File: config.mk
export PLATFORM = sky130hd
export DESIGN_NAME = rtc_alarm_tick_registers_flat
export DESIGN_NICKNAME = d
export VERILOG_FILES = /design/src/rtcat_pkg.sv /design/src/rtcat_req_if.sv /design/src/rtcat_rsp_if.sv /design/src/rtc_alarm_tick_registers.sv /design/src/rtcat_alarm_cmp.sv /design/src/rtcat_core.sv /design/src/flat_wrapper.sv
export SDC_FILE = /design/constraint.sdc
export NUM_CORES = 1
export LEC_CHECK = 0
export ABC_AREA = 0
export ABC_CLOCK_PERIOD_IN_PS = 8200
export BUFFER_PORTS_ARGS = -buffer_cell sky130_fd_sc_hd__buf_2
export CAP_MARGIN = 30
export CORE_ASPECT_RATIO = 0.9
export CORE_UTILIZATION = 30
export DETAILED_ROUTE_END_ITERATION = 6
export PLACE_DENSITY = 0.5
export SETUP_SLACK_MARGIN = 0.02
export SLEW_MARGIN = 15
export SYNTH_ARGS = -nofsm -noshare
export SYNTH_HDL_FRONTEND = slang
export SYNTH_SLANG_ARGS = --single-unit
File: constraint.sdc
create_clock -name clk -period 8.2 [get_ports clk]
set_input_delay 0.82 -clock clk [delete_from_list [all_inputs] [get_ports clk]]
set_output_delay 0.82 -clock clk [all_outputs]
set_load 0.01 [all_outputs]
File: src/rtcat_pkg.sv
`default_nettype none
package rtcat_pkg;

	// Item opcodes
	localparam logic [1:0] OP_READ   = 2'd0;
	localparam logic [1:0] OP_WRITE  = 2'd1;
	localparam logic [1:0] OP_UPDATE = 2'd2;
	localparam logic [1:0] OP_TICK   = 2'd3;

	// Register indexes
	localparam int unsigned NUM_REGS = 17;
	localparam logic [4:0] REG_RTCCON  = 5'd0;
	localparam logic [4:0] REG_TICNT   = 5'd1;
	localparam logic [4:0] REG_RTCALM  = 5'd2;
	localparam logic [4:0] REG_ALMSEC  = 5'd3;
	localparam logic [4:0] REG_ALMDATE = 5'd6;
	localparam logic [4:0] REG_ALMMON  = 5'd7;
	localparam logic [4:0] REG_BCDSEC  = 5'd10;
	localparam logic [4:0] REG_BCDMIN  = 5'd11;
	localparam logic [4:0] REG_BCDHOUR = 5'd12;
	localparam logic [4:0] REG_BCDDATE = 5'd13;
	localparam logic [4:0] REG_BCDDAY  = 5'd14;
	localparam logic [4:0] REG_BCDMON  = 5'd15;
	localparam logic [4:0] REG_BCDYEAR = 5'd16;

	// Register bits
	localparam int unsigned TICK_ENABLE_BIT  = 7;
	localparam int unsigned ALARM_ENABLE_BIT = 6;
	localparam int unsigned NUM_ALARM_FIELDS = 6;
	localparam logic [7:0] INVALID_READ = 8'hff;

	typedef struct packed {
		logic [1:0] op;
		logic [4:0] reg_index;
		logic [7:0] write_data;
		logic [5:0] time_second;
		logic [5:0] time_minute;
		logic [4:0] time_hour;
		logic [4:0] time_day;
		logic [2:0] time_weekday;
		logic [3:0] time_month;
		logic [6:0] time_year;
	} item_t;

	typedef struct packed {
		logic [7:0] read_data;
		logic       invalid_index;
		logic       tick_irq;
		logic       alarm_irq;
	} result_t;

	// Binary (0..99, 7-bit input) to two BCD digits; tens digit via reciprocal multiply
	function automatic logic [7:0] to_bcd(input logic [6:0] v);
		logic [14:0] prod;
		logic [3:0]  tens;
		logic [6:0]  tens_x10;
		logic [6:0]  ones;
		prod     = 15'(v) * 15'd205;
		tens     = prod[14:11];
		tens_x10 = 7'({tens, 3'b000}) + 7'({tens, 1'b0});
		ones     = v - tens_x10;
		return {tens, ones[3:0]};
	endfunction

	// BCD byte to binary, no digit range check
	function automatic logic [7:0] from_bcd(input logic [7:0] b);
		logic [7:0] hi;
		hi = {4'd0, b[7:4]};
		return (hi << 3) + (hi << 1) + {4'd0, b[3:0]};
	endfunction

	// Year modulo 100 for a 7-bit value
	function automatic logic [6:0] year_mod(input logic [6:0] v);
		return (v >= 7'd100) ? v - 7'd100 : v;
	endfunction

endpackage
`default_nettype wire

File: src/rtcat_req_if.sv
`default_nettype none
interface rtcat_req_if;
	logic       valid;
	logic       ready;
	logic [1:0] op;
	logic [4:0] reg_index;
	logic [7:0] write_data;
	logic [5:0] time_second;
	logic [5:0] time_minute;
	logic [4:0] time_hour;
	logic [4:0] time_day;
	logic [2:0] time_weekday;
	logic [3:0] time_month;
	logic [6:0] time_year;

	modport source (output valid, op, reg_index, write_data, time_second, time_minute,
		time_hour, time_day, time_weekday, time_month, time_year, input ready);
	modport sink (input valid, op, reg_index, write_data, time_second, time_minute,
		time_hour, time_day, time_weekday, time_month, time_year, output ready);
endinterface
`default_nettype wire

File: src/rtcat_rsp_if.sv
`default_nettype none
interface rtcat_rsp_if;
	logic       valid;
	logic       ready;
	logic [7:0] read_data;
	logic       invalid_index;
	logic       tick_irq;
	logic       alarm_irq;

	modport source (output valid, read_data, invalid_index, tick_irq, alarm_irq,
		input ready);
	modport sink (input valid, read_data, invalid_index, tick_irq, alarm_irq,
		output ready);
endinterface
`default_nettype wire

File: src/rtc_alarm_tick_registers.sv
// RTC register block with BCD calendar readout, alarm and periodic tick.
// req channel: one item per handshake (op, reg_index, write_data, and the
// binary calendar fields used by a time update).
// rsp channel: exactly one result item per request item, in order, with
// read_data, invalid_index, tick_irq and alarm_irq.
// Path: an accepted item is held in an input register and processed there;
// its result is captured in the output register, whose flag drives rsp.valid.
// Throughput: one item per cycle while rsp is not stalled; the register
// bank and tick countdown update as the item leaves the input register.
// Stall: while rsp.ready is low the result holds; one more item is taken
// into the input register, then req.ready drops until rsp drains.
// Reset (arst_n low): registers clear, alarm date and month read 1, the
// latest time and tick countdown are zero, and both stages empty.
`default_nettype none
module rtc_alarm_tick_registers (
	input  wire logic  clk,
	input  wire logic  arst_n,
	rtcat_req_if.sink  req,
	rtcat_rsp_if.source rsp
);
	import rtcat_pkg::*;

	logic    valid_s1;
	item_t   item_s1;
	logic    valid_s2;
	result_t result_s2;
	result_t result;
	logic    out_free;
	logic    advance;

	assign out_free  = !valid_s2 || rsp.ready;
	assign advance   = valid_s1 && out_free;
	assign req.ready = !valid_s1 || out_free;

	// Input stage
	always_ff @(posedge clk or negedge arst_n) begin
		if (!arst_n) begin
			valid_s1 <= 1'b0;
		end else if (req.ready) begin
			valid_s1 <= req.valid;
		end
	end

	always_ff @(posedge clk) begin
		if (req.valid && req.ready) begin
			item_s1.op           <= req.op;
			item_s1.reg_index    <= req.reg_index;
			item_s1.write_data   <= req.write_data;
			item_s1.time_second  <= req.time_second;
			item_s1.time_minute  <= req.time_minute;
			item_s1.time_hour    <= req.time_hour;
			item_s1.time_day     <= req.time_day;
			item_s1.time_weekday <= req.time_weekday;
			item_s1.time_month   <= req.time_month;
			item_s1.time_year    <= req.time_year;
		end
	end

	rtcat_core u_core (
		.clk    (clk),
		.arst_n (arst_n),
		.fire   (advance),
		.item   (item_s1),
		.result (result)
	);

	// Output stage
	always_ff @(posedge clk or negedge arst_n) begin
		if (!arst_n) begin
			valid_s2 <= 1'b0;
		end else if (out_free) begin
			valid_s2 <= valid_s1;
		end
	end

	always_ff @(posedge clk) begin
		if (advance) begin
			result_s2 <= result;
		end
	end

	assign rsp.valid         = valid_s2;
	assign rsp.read_data     = result_s2.read_data;
	assign rsp.invalid_index = result_s2.invalid_index;
	assign rsp.tick_irq      = result_s2.tick_irq;
	assign rsp.alarm_irq     = result_s2.alarm_irq;
endmodule
`default_nettype wire

File: src/rtcat_alarm_cmp.sv
`default_nettype none
module rtcat_alarm_cmp (
	input  wire logic [5:0][7:0] now,
	input  wire logic [5:0][7:0] alarm_bcd,
	input  wire logic [5:0]      sel,
	output logic                 match
);
	import rtcat_pkg::*;

	logic [5:0] field_ok;

	// A field passes when unselected or equal to its decoded alarm value
	always_comb begin
		for (int k = 0; k < NUM_ALARM_FIELDS; k++) begin
			field_ok[k] = !sel[k] || (now[k] == from_bcd(alarm_bcd[k]));
		end
	end

	assign match = &field_ok;
endmodule
`default_nettype wire

File: src/rtcat_core.sv
`default_nettype none
module rtcat_core (
	input  wire logic              clk,
	input  wire logic              arst_n,
	input  wire logic              fire,
	input  wire rtcat_pkg::item_t  item,
	output rtcat_pkg::result_t     result
);
	import rtcat_pkg::*;

	logic [7:0] bank_q [NUM_REGS];
	logic [5:0] sec_q;
	logic [5:0] min_q;
	logic [4:0] hour_q;
	logic [4:0] day_q;
	logic [2:0] wday_q;
	logic [3:0] mon_q;
	logic [6:0] year_q;
	logic [7:0] countdown_q;

	logic       idx_ok;
	logic [3:0] wday_plus;
	logic [7:0] cal_data;
	logic [7:0] reload;
	logic       tick_en;
	logic       tick_hit;
	logic [5:0][7:0] now;
	logic [5:0][7:0] alarm_bcd;
	logic       alarm_match;

	assign idx_ok    = item.reg_index < 5'(NUM_REGS);
	assign wday_plus = {1'b0, wday_q} + 4'd1;
	assign reload    = {1'b0, bank_q[REG_TICNT][6:0]} + 8'd1;
	assign tick_en   = bank_q[REG_TICNT][TICK_ENABLE_BIT];
	assign tick_hit  = countdown_q <= 8'd1;

	// Calendar register read in BCD
	always_comb begin
		unique case (item.reg_index)
			REG_BCDSEC:  cal_data = to_bcd({1'b0, sec_q});
			REG_BCDMIN:  cal_data = to_bcd({1'b0, min_q});
			REG_BCDHOUR: cal_data = to_bcd({2'b0, hour_q});
			REG_BCDDATE: cal_data = to_bcd({2'b0, day_q});
			REG_BCDDAY:  cal_data = to_bcd({3'b0, wday_plus});
			REG_BCDMON:  cal_data = to_bcd({3'b0, mon_q});
			default:     cal_data = to_bcd(year_mod(year_q));
		endcase
	end

	// Alarm compare uses the incoming time
	always_comb begin
		now[0] = {2'b0, item.time_second};
		now[1] = {2'b0, item.time_minute};
		now[2] = {3'b0, item.time_hour};
		now[3] = {3'b0, item.time_day};
		now[4] = {4'b0, item.time_month};
		now[5] = {1'b0, year_mod(item.time_year)};
		for (int k = 0; k < NUM_ALARM_FIELDS; k++) begin
			alarm_bcd[k] = bank_q[REG_ALMSEC + 5'(k)];
		end
	end

	rtcat_alarm_cmp u_alarm_cmp (
		.now       (now),
		.alarm_bcd (alarm_bcd),
		.sel       (bank_q[REG_RTCALM][5:0]),
		.match     (alarm_match)
	);

	// Result of the current item
	always_comb begin
		result = '0;
		unique case (item.op)
			OP_READ: begin
				if (!idx_ok) begin
					result.read_data     = INVALID_READ;
					result.invalid_index = 1'b1;
				end else if (item.reg_index >= REG_BCDSEC) begin
					result.read_data = cal_data;
				end else begin
					result.read_data = bank_q[item.reg_index];
				end
			end
			OP_WRITE: result.invalid_index = !idx_ok;
			OP_UPDATE: result.alarm_irq =
				bank_q[REG_RTCALM][ALARM_ENABLE_BIT] && alarm_match;
			default: result.tick_irq = tick_en && tick_hit;
		endcase
	end

	// Register bank and tick countdown
	always_ff @(posedge clk or negedge arst_n) begin
		if (!arst_n) begin
			for (int i = 0; i < NUM_REGS; i++) begin
				bank_q[i] <= 8'd0;
			end
			bank_q[REG_ALMDATE] <= 8'd1;
			bank_q[REG_ALMMON]  <= 8'd1;
			countdown_q <= 8'd0;
		end else if (fire) begin
			if (item.op == OP_WRITE && idx_ok) begin
				bank_q[item.reg_index] <= item.write_data;
				if (item.reg_index == REG_TICNT) begin
					countdown_q <= {1'b0, item.write_data[6:0]} + 8'd1;
				end
			end else if (item.op == OP_TICK && tick_en) begin
				countdown_q <= tick_hit ? reload : countdown_q - 8'd1;
			end
		end
	end

	// Latest time
	always_ff @(posedge clk or negedge arst_n) begin
		if (!arst_n) begin
			sec_q  <= '0;
			min_q  <= '0;
			hour_q <= '0;
			day_q  <= '0;
			wday_q <= '0;
			mon_q  <= '0;
			year_q <= '0;
		end else if (fire && item.op == OP_UPDATE) begin
			sec_q  <= item.time_second;
			min_q  <= item.time_minute;
			hour_q <= item.time_hour;
			day_q  <= item.time_day;
			wday_q <= item.time_weekday;
			mon_q  <= item.time_month;
			year_q <= item.time_year;
		end
	end
endmodule
`default_nettype wire
File: src/flat_wrapper.sv
// flat-port wrapper written by rule: the top's interface ports become plain ports
module rtc_alarm_tick_registers_flat import rtcat_pkg::*;
  (clk, arst_n, req_valid, req_op, req_reg_index, req_write_data, req_time_second, req_time_minute, req_time_hour, req_time_day, req_time_weekday, req_time_month, req_time_year, req_ready, rsp_valid, rsp_read_data, rsp_invalid_index, rsp_tick_irq, rsp_alarm_irq, rsp_ready);
  rtcat_req_if req_i ();
  rtcat_rsp_if rsp_i ();
  input  wire logic clk;
  input  wire logic arst_n;
  input wire logic [$bits(req_i.valid)-1:0] req_valid;
  input wire logic [$bits(req_i.op)-1:0] req_op;
  input wire logic [$bits(req_i.reg_index)-1:0] req_reg_index;
  input wire logic [$bits(req_i.write_data)-1:0] req_write_data;
  input wire logic [$bits(req_i.time_second)-1:0] req_time_second;
  input wire logic [$bits(req_i.time_minute)-1:0] req_time_minute;
  input wire logic [$bits(req_i.time_hour)-1:0] req_time_hour;
  input wire logic [$bits(req_i.time_day)-1:0] req_time_day;
  input wire logic [$bits(req_i.time_weekday)-1:0] req_time_weekday;
  input wire logic [$bits(req_i.time_month)-1:0] req_time_month;
  input wire logic [$bits(req_i.time_year)-1:0] req_time_year;
  output wire logic [$bits(req_i.ready)-1:0] req_ready;
  output wire logic [$bits(rsp_i.valid)-1:0] rsp_valid;
  output wire logic [$bits(rsp_i.read_data)-1:0] rsp_read_data;
  output wire logic [$bits(rsp_i.invalid_index)-1:0] rsp_invalid_index;
  output wire logic [$bits(rsp_i.tick_irq)-1:0] rsp_tick_irq;
  output wire logic [$bits(rsp_i.alarm_irq)-1:0] rsp_alarm_irq;
  input wire logic [$bits(rsp_i.ready)-1:0] rsp_ready;
  assign req_i.valid = req_valid;
  assign req_i.op = req_op;
  assign req_i.reg_index = req_reg_index;
  assign req_i.write_data = req_write_data;
  assign req_i.time_second = req_time_second;
  assign req_i.time_minute = req_time_minute;
  assign req_i.time_hour = req_time_hour;
  assign req_i.time_day = req_time_day;
  assign req_i.time_weekday = req_time_weekday;
  assign req_i.time_month = req_time_month;
  assign req_i.time_year = req_time_year;
  assign req_ready = req_i.ready;
  assign rsp_valid = rsp_i.valid;
  assign rsp_read_data = rsp_i.read_data;
  assign rsp_invalid_index = rsp_i.invalid_index;
  assign rsp_tick_irq = rsp_i.tick_irq;
  assign rsp_alarm_irq = rsp_i.alarm_irq;
  assign rsp_i.ready = rsp_ready;
  rtc_alarm_tick_registers u_core (.clk(clk), .arst_n(arst_n), .req(req_i), .rsp(rsp_i));
endmodule
=== Word level (Yosys, flattened, before mapping) ===
Cells that the tools add are included.

* $add $sub $neg: 32
* $mul: 7
* Magnitude comparators: 7
* Eq/ne operators: 17
* Multiplexer cells: 17
* Bitwise logic cells: 1
* Reduce and logical (&&, ||, !) cells: 31

{| class="wikitable"
|+ Operator list
! kind !! count
|-
| $bwmux W136 || 1
|-
| $mux W8 || 9
|-
| $add A7 B5 Y8 || 6
|-
| $add A8 B4 Y8 || 6
|-
| $pmux W8 S6 || 1
|-
| $bmux W8 S5 || 1
|-
| $demux W8 S5 || 1
|-
| $eq A5 B4 Y1 const B || 6
|-
| $mul A6 B8 Y14 const B || 2
|-
| $sub A4 B4 Y4 || 7
|-
| $mul A5 B8 Y13 const B || 2
|-
| $mul A4 B8 Y12 const B || 2
|-
| $add A7 B1 Y8 const B || 2
|-
| $eq A5 B8 Y1 || 2
|-
| $eq A6 B8 Y1 || 2
|-
| $mul A7 B8 Y15 const B || 1
|-
| $ge A7 B7 Y1 const B || 2
|-
| $mux W7 || 2
|-
| $sub A7 B7 Y7 const B || 2
|-
| $add A4 B4 Y4 || 3
|-
| $logic_not A1 Y1 || 9
|-
| $add A4 B2 Y4 || 2
|-
| $add A4 B3 Y4 || 2
|-
| $eq A4 B8 Y1 || 1
|-
| other kinds (23) || 38
|}

* Flip-flop bits (word level): 244

=== Logic depth before layout (Yosys ltp) ===
* Depth in word-level cells: 8
* Depth in mapped cells: 27
* Mapped depth without buffers: 27

=== Cells and area by module ===
Synthesis repeated with hierarchy kept, for this count alone.

* Cell total of the unflattened synthesis: 1311
* Area total of the unflattened synthesis: 15038.2 um^2

{| class="wikitable"
|+ Modules (own cells, without submodules)
! module !! times used !! cells an instance !! area each (um^2)
|-
| rtcat_core || 1 || 1044 || 11254.5
|-
| rtc_alarm_tick_registers || 1 || 70 || 1965.6
|-
| rtcat_alarm_cmp || 1 || 197 || 1818.0
|}

=== Least setup slack after synthesis ===
OpenSTA, ideal clock, no wires.

* Kind: flip-flop to flip-flop
* Start: register u_core.u_core.year_q[1]
* End: register u_core.result_s2 (netlist bit u_core.rsp.read_data[3]), data pin
* Setup time: 0.269 ns
* Arrival time: 5.931 ns
* Required time: 7.931 ns
* Path slack: 2.000 ns
* Stages on the path, launching flop included: 28
* Path through: dfrtp_1 -> inv_1 -> ha_1 -> a2111oi_1 -> nor2_1 -> nand2_1 -> nor2_1 -> a21oi_1 -> inv_1 -> ha_1 -> ha_1 -> fa_1 -> inv_1 -> fa_1 -> inv_1 -> ha_1 -> nand3_1 -> nor2_1 -> a221o_1 -> a21oi_1 -> o21bai_1 -> xor2_1 -> ha_1 -> a221o_1 -> a211oi_1 -> xnor3_1 -> o21ai_0 -> a31oi_1

* Cells in the longest elaborated chain, start to end: 8
* Elaborated cells on any way between the ends: 9
* Classes of those cells: add/sub: 3; mul: 1; order compare: 1; mux: 4

{| class="wikitable"
|+ Ends and longest elaborated chain
! item !! line !! source
|-
| from (decl) || rtcat_core.sv:18 || <nowiki>logic [6:0] year_q;</nowiki>
|-
| from (signal assigned) || rtcat_core.sv:129 || <nowiki>year_q <= item.time_year;</nowiki>
|-
| $sub A7 B7 Y7 / $ge A7 B7 Y1 (equally long branches) || rtcat_pkg.sv:74 || <nowiki>return (v >= 7'd100) ? v - 7'd100 : v;</nowiki>
|-
| $mux W7 * || rtcat_pkg.sv:74 ||
|-
| $mul A7 B8 Y15 || rtcat_pkg.sv:58 || <nowiki>prod = 15'(v) * 15'd205;</nowiki>
|-
| $add A4 B4 Y4 || rtcat_pkg.sv:60 || <nowiki>tens_x10 = 7'({tens, 3'b000}) + 7'({tens, 1'b0});</nowiki>
|-
| $sub A4 B4 Y4 * || rtcat_pkg.sv:61 || <nowiki>ones = v - tens_x10;</nowiki>
|-
| $pmux W8 S6 * || rtcat_core.sv:39 || <nowiki>unique case (item.reg_index)</nowiki>
|-
| $mux W8 * || rtcat_core.sv:78 || <nowiki>end else if (item.reg_index >= REG_BCDSEC) begin</nowiki>
|-
| $mux W8 * || rtcat_core.sv:75 || <nowiki>if (!idx_ok) begin</nowiki>
|-
| to (signal assigned) || rtc_alarm_tick_registers.sv:78 || <nowiki>result_s2 <= result;</nowiki>
|-
| to (decl) || rtc_alarm_tick_registers.sv:26 || <nowiki>result_t result_s2;</nowiki>
|}

Every way passes the cells marked *; elsewhere a longest branch is shown, timed or not.
A chain may end at the register's enable or synchronous reset.

=== Worst setup path in the final report ===
Ends and elaborated chain as after synthesis.

==> summary.txt <==
Synthesis
  – Mapped Nets: 1605
  – Synthesis Warnings: 0
  – EDFF count, synth: 62
  – Sequential cell area fraction in the yosys report: 36.3%
  – Post-Synth Adder-Cell Area: 23.5%
  – Largest family of logic cells by synthesized area: adder cells
  – Compound-Gate Fraction of Synth Area: 8.18%
  – Post-Synth Simple-Gate Area: 7.67%
  – Post-synth ARST share: 69.6%
  – Mapped Cells: 1291
  – Post-synthesis cell area: 0.0149 mm²
  – Post-synthesis xor/xnor area fraction: 5.76%
  – Yosys reg bits: 204
  – Mapped Avg Cell Area: 11.6 µm²
  – Post-synthesis cell type count: 71
  – Most common flop cell mapped by yosys: dfrtp_1
  – Mux contribution to synthesized area: 14.5%

Global route
  – Pin count of the biggest net entering global routing: 77
  – First-pass GRT wire length: 59900 µm
  – All-layer global routing usage: 15.4%
  – Number of global-route vias before repair: 10200
  – GR Overflow Total: 0
  – Initial antenna violation count: 1

Place
  – Port bufs: 67
  – Routability Congestion: 0.845
  – Post-DP HPWL: 29000 µm
  – Placed Cells: 1959

Detailed routing
  – Final wirelength: 38200 µm
  – Drt first-iter violations: 564
  – WL/cell: 19.0 µm
  – Antenna-violating nets left: 0
  – Via count: 10100
  – Vias per cell: 5.02
  – DRC: 2
  – First drt pass iteration count: 7

Timing
  – Worst relative slew slack: 40.1%
  – Fin. max-slew vios: 0
  – Actual slew at the worst max-slew pin: 896 ps
  – RSZ-0062 raised after global routing: no
  – Tcrit/Tclk final: 83.5%
  – Max Clock Skew: 15.2 ps
  – Final hold vios: 0
  – Fmax: 146 MHz
  – Setup violators final: 0
  – Final critical-path required period: 6850 ps
  – Setup TNS: 0 ps

Power and ir drop
  – Maximum vdd drop: 183 µV
  – LEAKAGE: 0.00812 µW
  – Pwr/cell area: 313 mW/mm²

Setup path
  – Critical path arrival: 7160 ps
  – Crit path launch type: flop
  – CP Capture Type: flop
  – Highest cell delay on the worst timing path: 540 ps
  – Cell mode on critical path: ha_1
  – Setup CP Type: reg2reg
  – Slowest CP cell: dfrtp_1
  – Critical Path RT: 8510 ps
  – Critical path peak fanout: 8

Floorplan
  – Die Ht: 214 µm
  – Die W: 237 µm
  – I/O Pins: 68
  – Core footprint: 0.0491 mm²
  – Site Rows: 77
  – Initial Util: 30.4%
  – Full die area: 0.0506 mm²

Finish
  – Share of layout cells above drive strength 1: 21.4%
  – Footprint of the multi-input gates: 0.00890 mm²
  – Non-Filler Instances: 2005
  – Layout Area Growth over Synthesis: 12.9%
  – Filler Cells Inserted: 4916
  – Final Util: 34.3%
  – Final net count: 1669
  – Antenna cells: 0
  – Reg area: 0.00542 mm²

Clock network
  – TritonCTS Buffers: 26
  – Clk_lat worst skew: 570 ps
  – CTS tree: done
  – Worst-path clk slew: 70 ps
  – Setup bufs post-CTS: 0
  – CTS sink cnt: 204
  – Clk Tree Root Cell: clkbuf_16
  – Cts hold-fix bufs: 0
  – H-tree levels: 1
  – Post-CTS sizing: 0
  – Max Root-Sink Buffers: 3

Outcome
  – Run status: finished with violations
  – Failing checks: DRC

Worst hold path
  – Worst hold path type: in2async

Flow run
  – MaxCap Viol Count: 0
==> critical path, delay by kind of cell (launching register included) <==
family	cells	cell delay, ps
xor+xnor	2	600
flops	1	540
fa+ha+maj	7	2390
buf+inv	4	290
compound gates	9	2220
simple gates	5	560
==> cells in the final DEF, fill, tap and decap left out, types with 4 or more instances in the layout <==
cell type,netlist,routed
nand2_1,58,57
a21oi_1,43,43
inv_1,119,119
nor2_1,52,52
buf_2,6,66
o211ai_1,13,13
nand2b_1,8,8
buf_4,0,7
or2_2,9,9
clkbuf_16,0,30
dfrtp_1,140,140
nand3_1,22,22
nor3_1,14,14
mux2i_1,10,10
nand3b_1,8,8
xor2_1,53,53
xnor2_1,40,40
and3_1,11,11
mux4_2,24,24
a211oi_1,11,11
o21ai_0,35,35
ha_1,223,223
a21o_1,7,7
clkbuf_1,26,7
edfxtp_1,62,62
o22ai_1,15,15
and2_1,8,7
nor4_1,8,8
a211o_1,4,4
fa_1,36,36
a31oi_1,7,7
a221oi_1,5,5
nand4_1,10,10
mux2_2,134,134
==> cell type report <==
cell class / count / area share [%]
Clock buffer: 40 / 4.86
Tap cell: 632 / 4.69
Inverter: 119 / 2.65
Multi-Input combinational cell: 929 / 52.8
Timing Repair Buffer: 75 / 2.46
Clock inverter: 6 / 0.371
Sequential cell: 204 / 32.2
==> metal layers <==
layer	up-vias	track usage (%)	routed length [µm]
li1	4820	-	-
met1	4998	21.8	18600
met2	194	24.8	17300
met3	45	2.21	1500
met4	0	3.58	821
met5	-	0	0
==> stage by stage <==
stage               worst slack (ps)  hold WS [ps]  area [µm²]  total power (µW)
detailed placement              1400           489       16000              4140
global route                     869           347       16800              5790
floorplan                       2000           455       14900              3400
global placement                1580           471       15900              4050
finish                          1350           285       16800              5280
CTS                             1380           302       16800              5350
==> state kept, by name, summed over array words and instances (netlist names), 6 cells and up <==
register                   count
u_core.u_core.alarm_bcd       48
u_core.u_core.countdown_q      8
u_core.u_core.bank_q          48
u_core.u_core.year_q           7
u_core.u_core.sec_q            6
u_core.rsp.read_data           8
u_core.u_core.min_q            6
u_core.item_s1                51
==> logic make-up after synthesis <==
kind of cell,Yosys count
adder cells (fa/ha/maj),259
AND/OR/NAND/NOR,224
flip-flops,204
AO/OA/AOI/OAI,182
multiplexers,169
buffers and inverters,158
XOR/XNOR,95
==> cells in the mapped netlist, drive strengths merged, types with 4 or more instances <==
cell type / n / area share (%)
a2111oi: 6 / 0.41
a211o: 4 / 0.23
a211oi: 11 / 0.55
a21o: 7 / 0.35
a21oi: 43 / 1.4
a221oi: 6 / 0.39
a31oi: 7 / 0.29
and2: 9 / 0.38
and3: 11 / 0.46
buf: 13 / 0.43
clkbuf: 26 / 0.65
dfrtp: 140 / 23
edfxtp: 62 / 12
fa: 36 / 4.8
ha: 223 / 19
inv: 119 / 3.0
mux2: 135 / 10
mux2i: 10 / 0.67
mux4: 24 / 3.6
nand2: 59 / 1.5
nand2b: 8 / 0.34
nand3: 23 / 0.86
nand3b: 8 / 0.40
nand4: 10 / 0.42
nor2: 52 / 1.3
nor3: 15 / 0.58
nor3b: 4 / 0.28
nor4: 9 / 0.42
o211ai: 13 / 0.65
o21ai: 37 / 1.3
o22ai: 15 / 0.63
or2: 9 / 0.38
xnor2: 40 / 2.3
xor2: 53 / 3.1
==> power breakdown <==
part           total, µW  internal (µW)  switching, µW
Clock               1170            690            484
Combinational       2790           1260           1530
Sequential          1320           1160            158
Total               5280           3110           2170
==> final timing paths <==
check | startpoint | to | slack, ps | depth (start not counted)
min in group clk | req_op[0] | u_core.item_s1[49] | 420 | 1
max | u_core.u_core.year_q[1] | u_core.rsp.read_data[3] | 1350 | 27
max reg2reg | u_core.u_core.year_q[1] | u_core.rsp.read_data[3] | 1350 | 27
max in group asynchronous | arst_n | u_core.u_core.hour_q[3] | 6580 | 2
min | arst_n | u_core.u_core.countdown_q[3] | 280 | 1
min reg2reg | u_core.item_s1[12] | u_core.u_core.wday_q[1] | 500 | 1
Note: power is estimated with default switching activity, not from simulation.
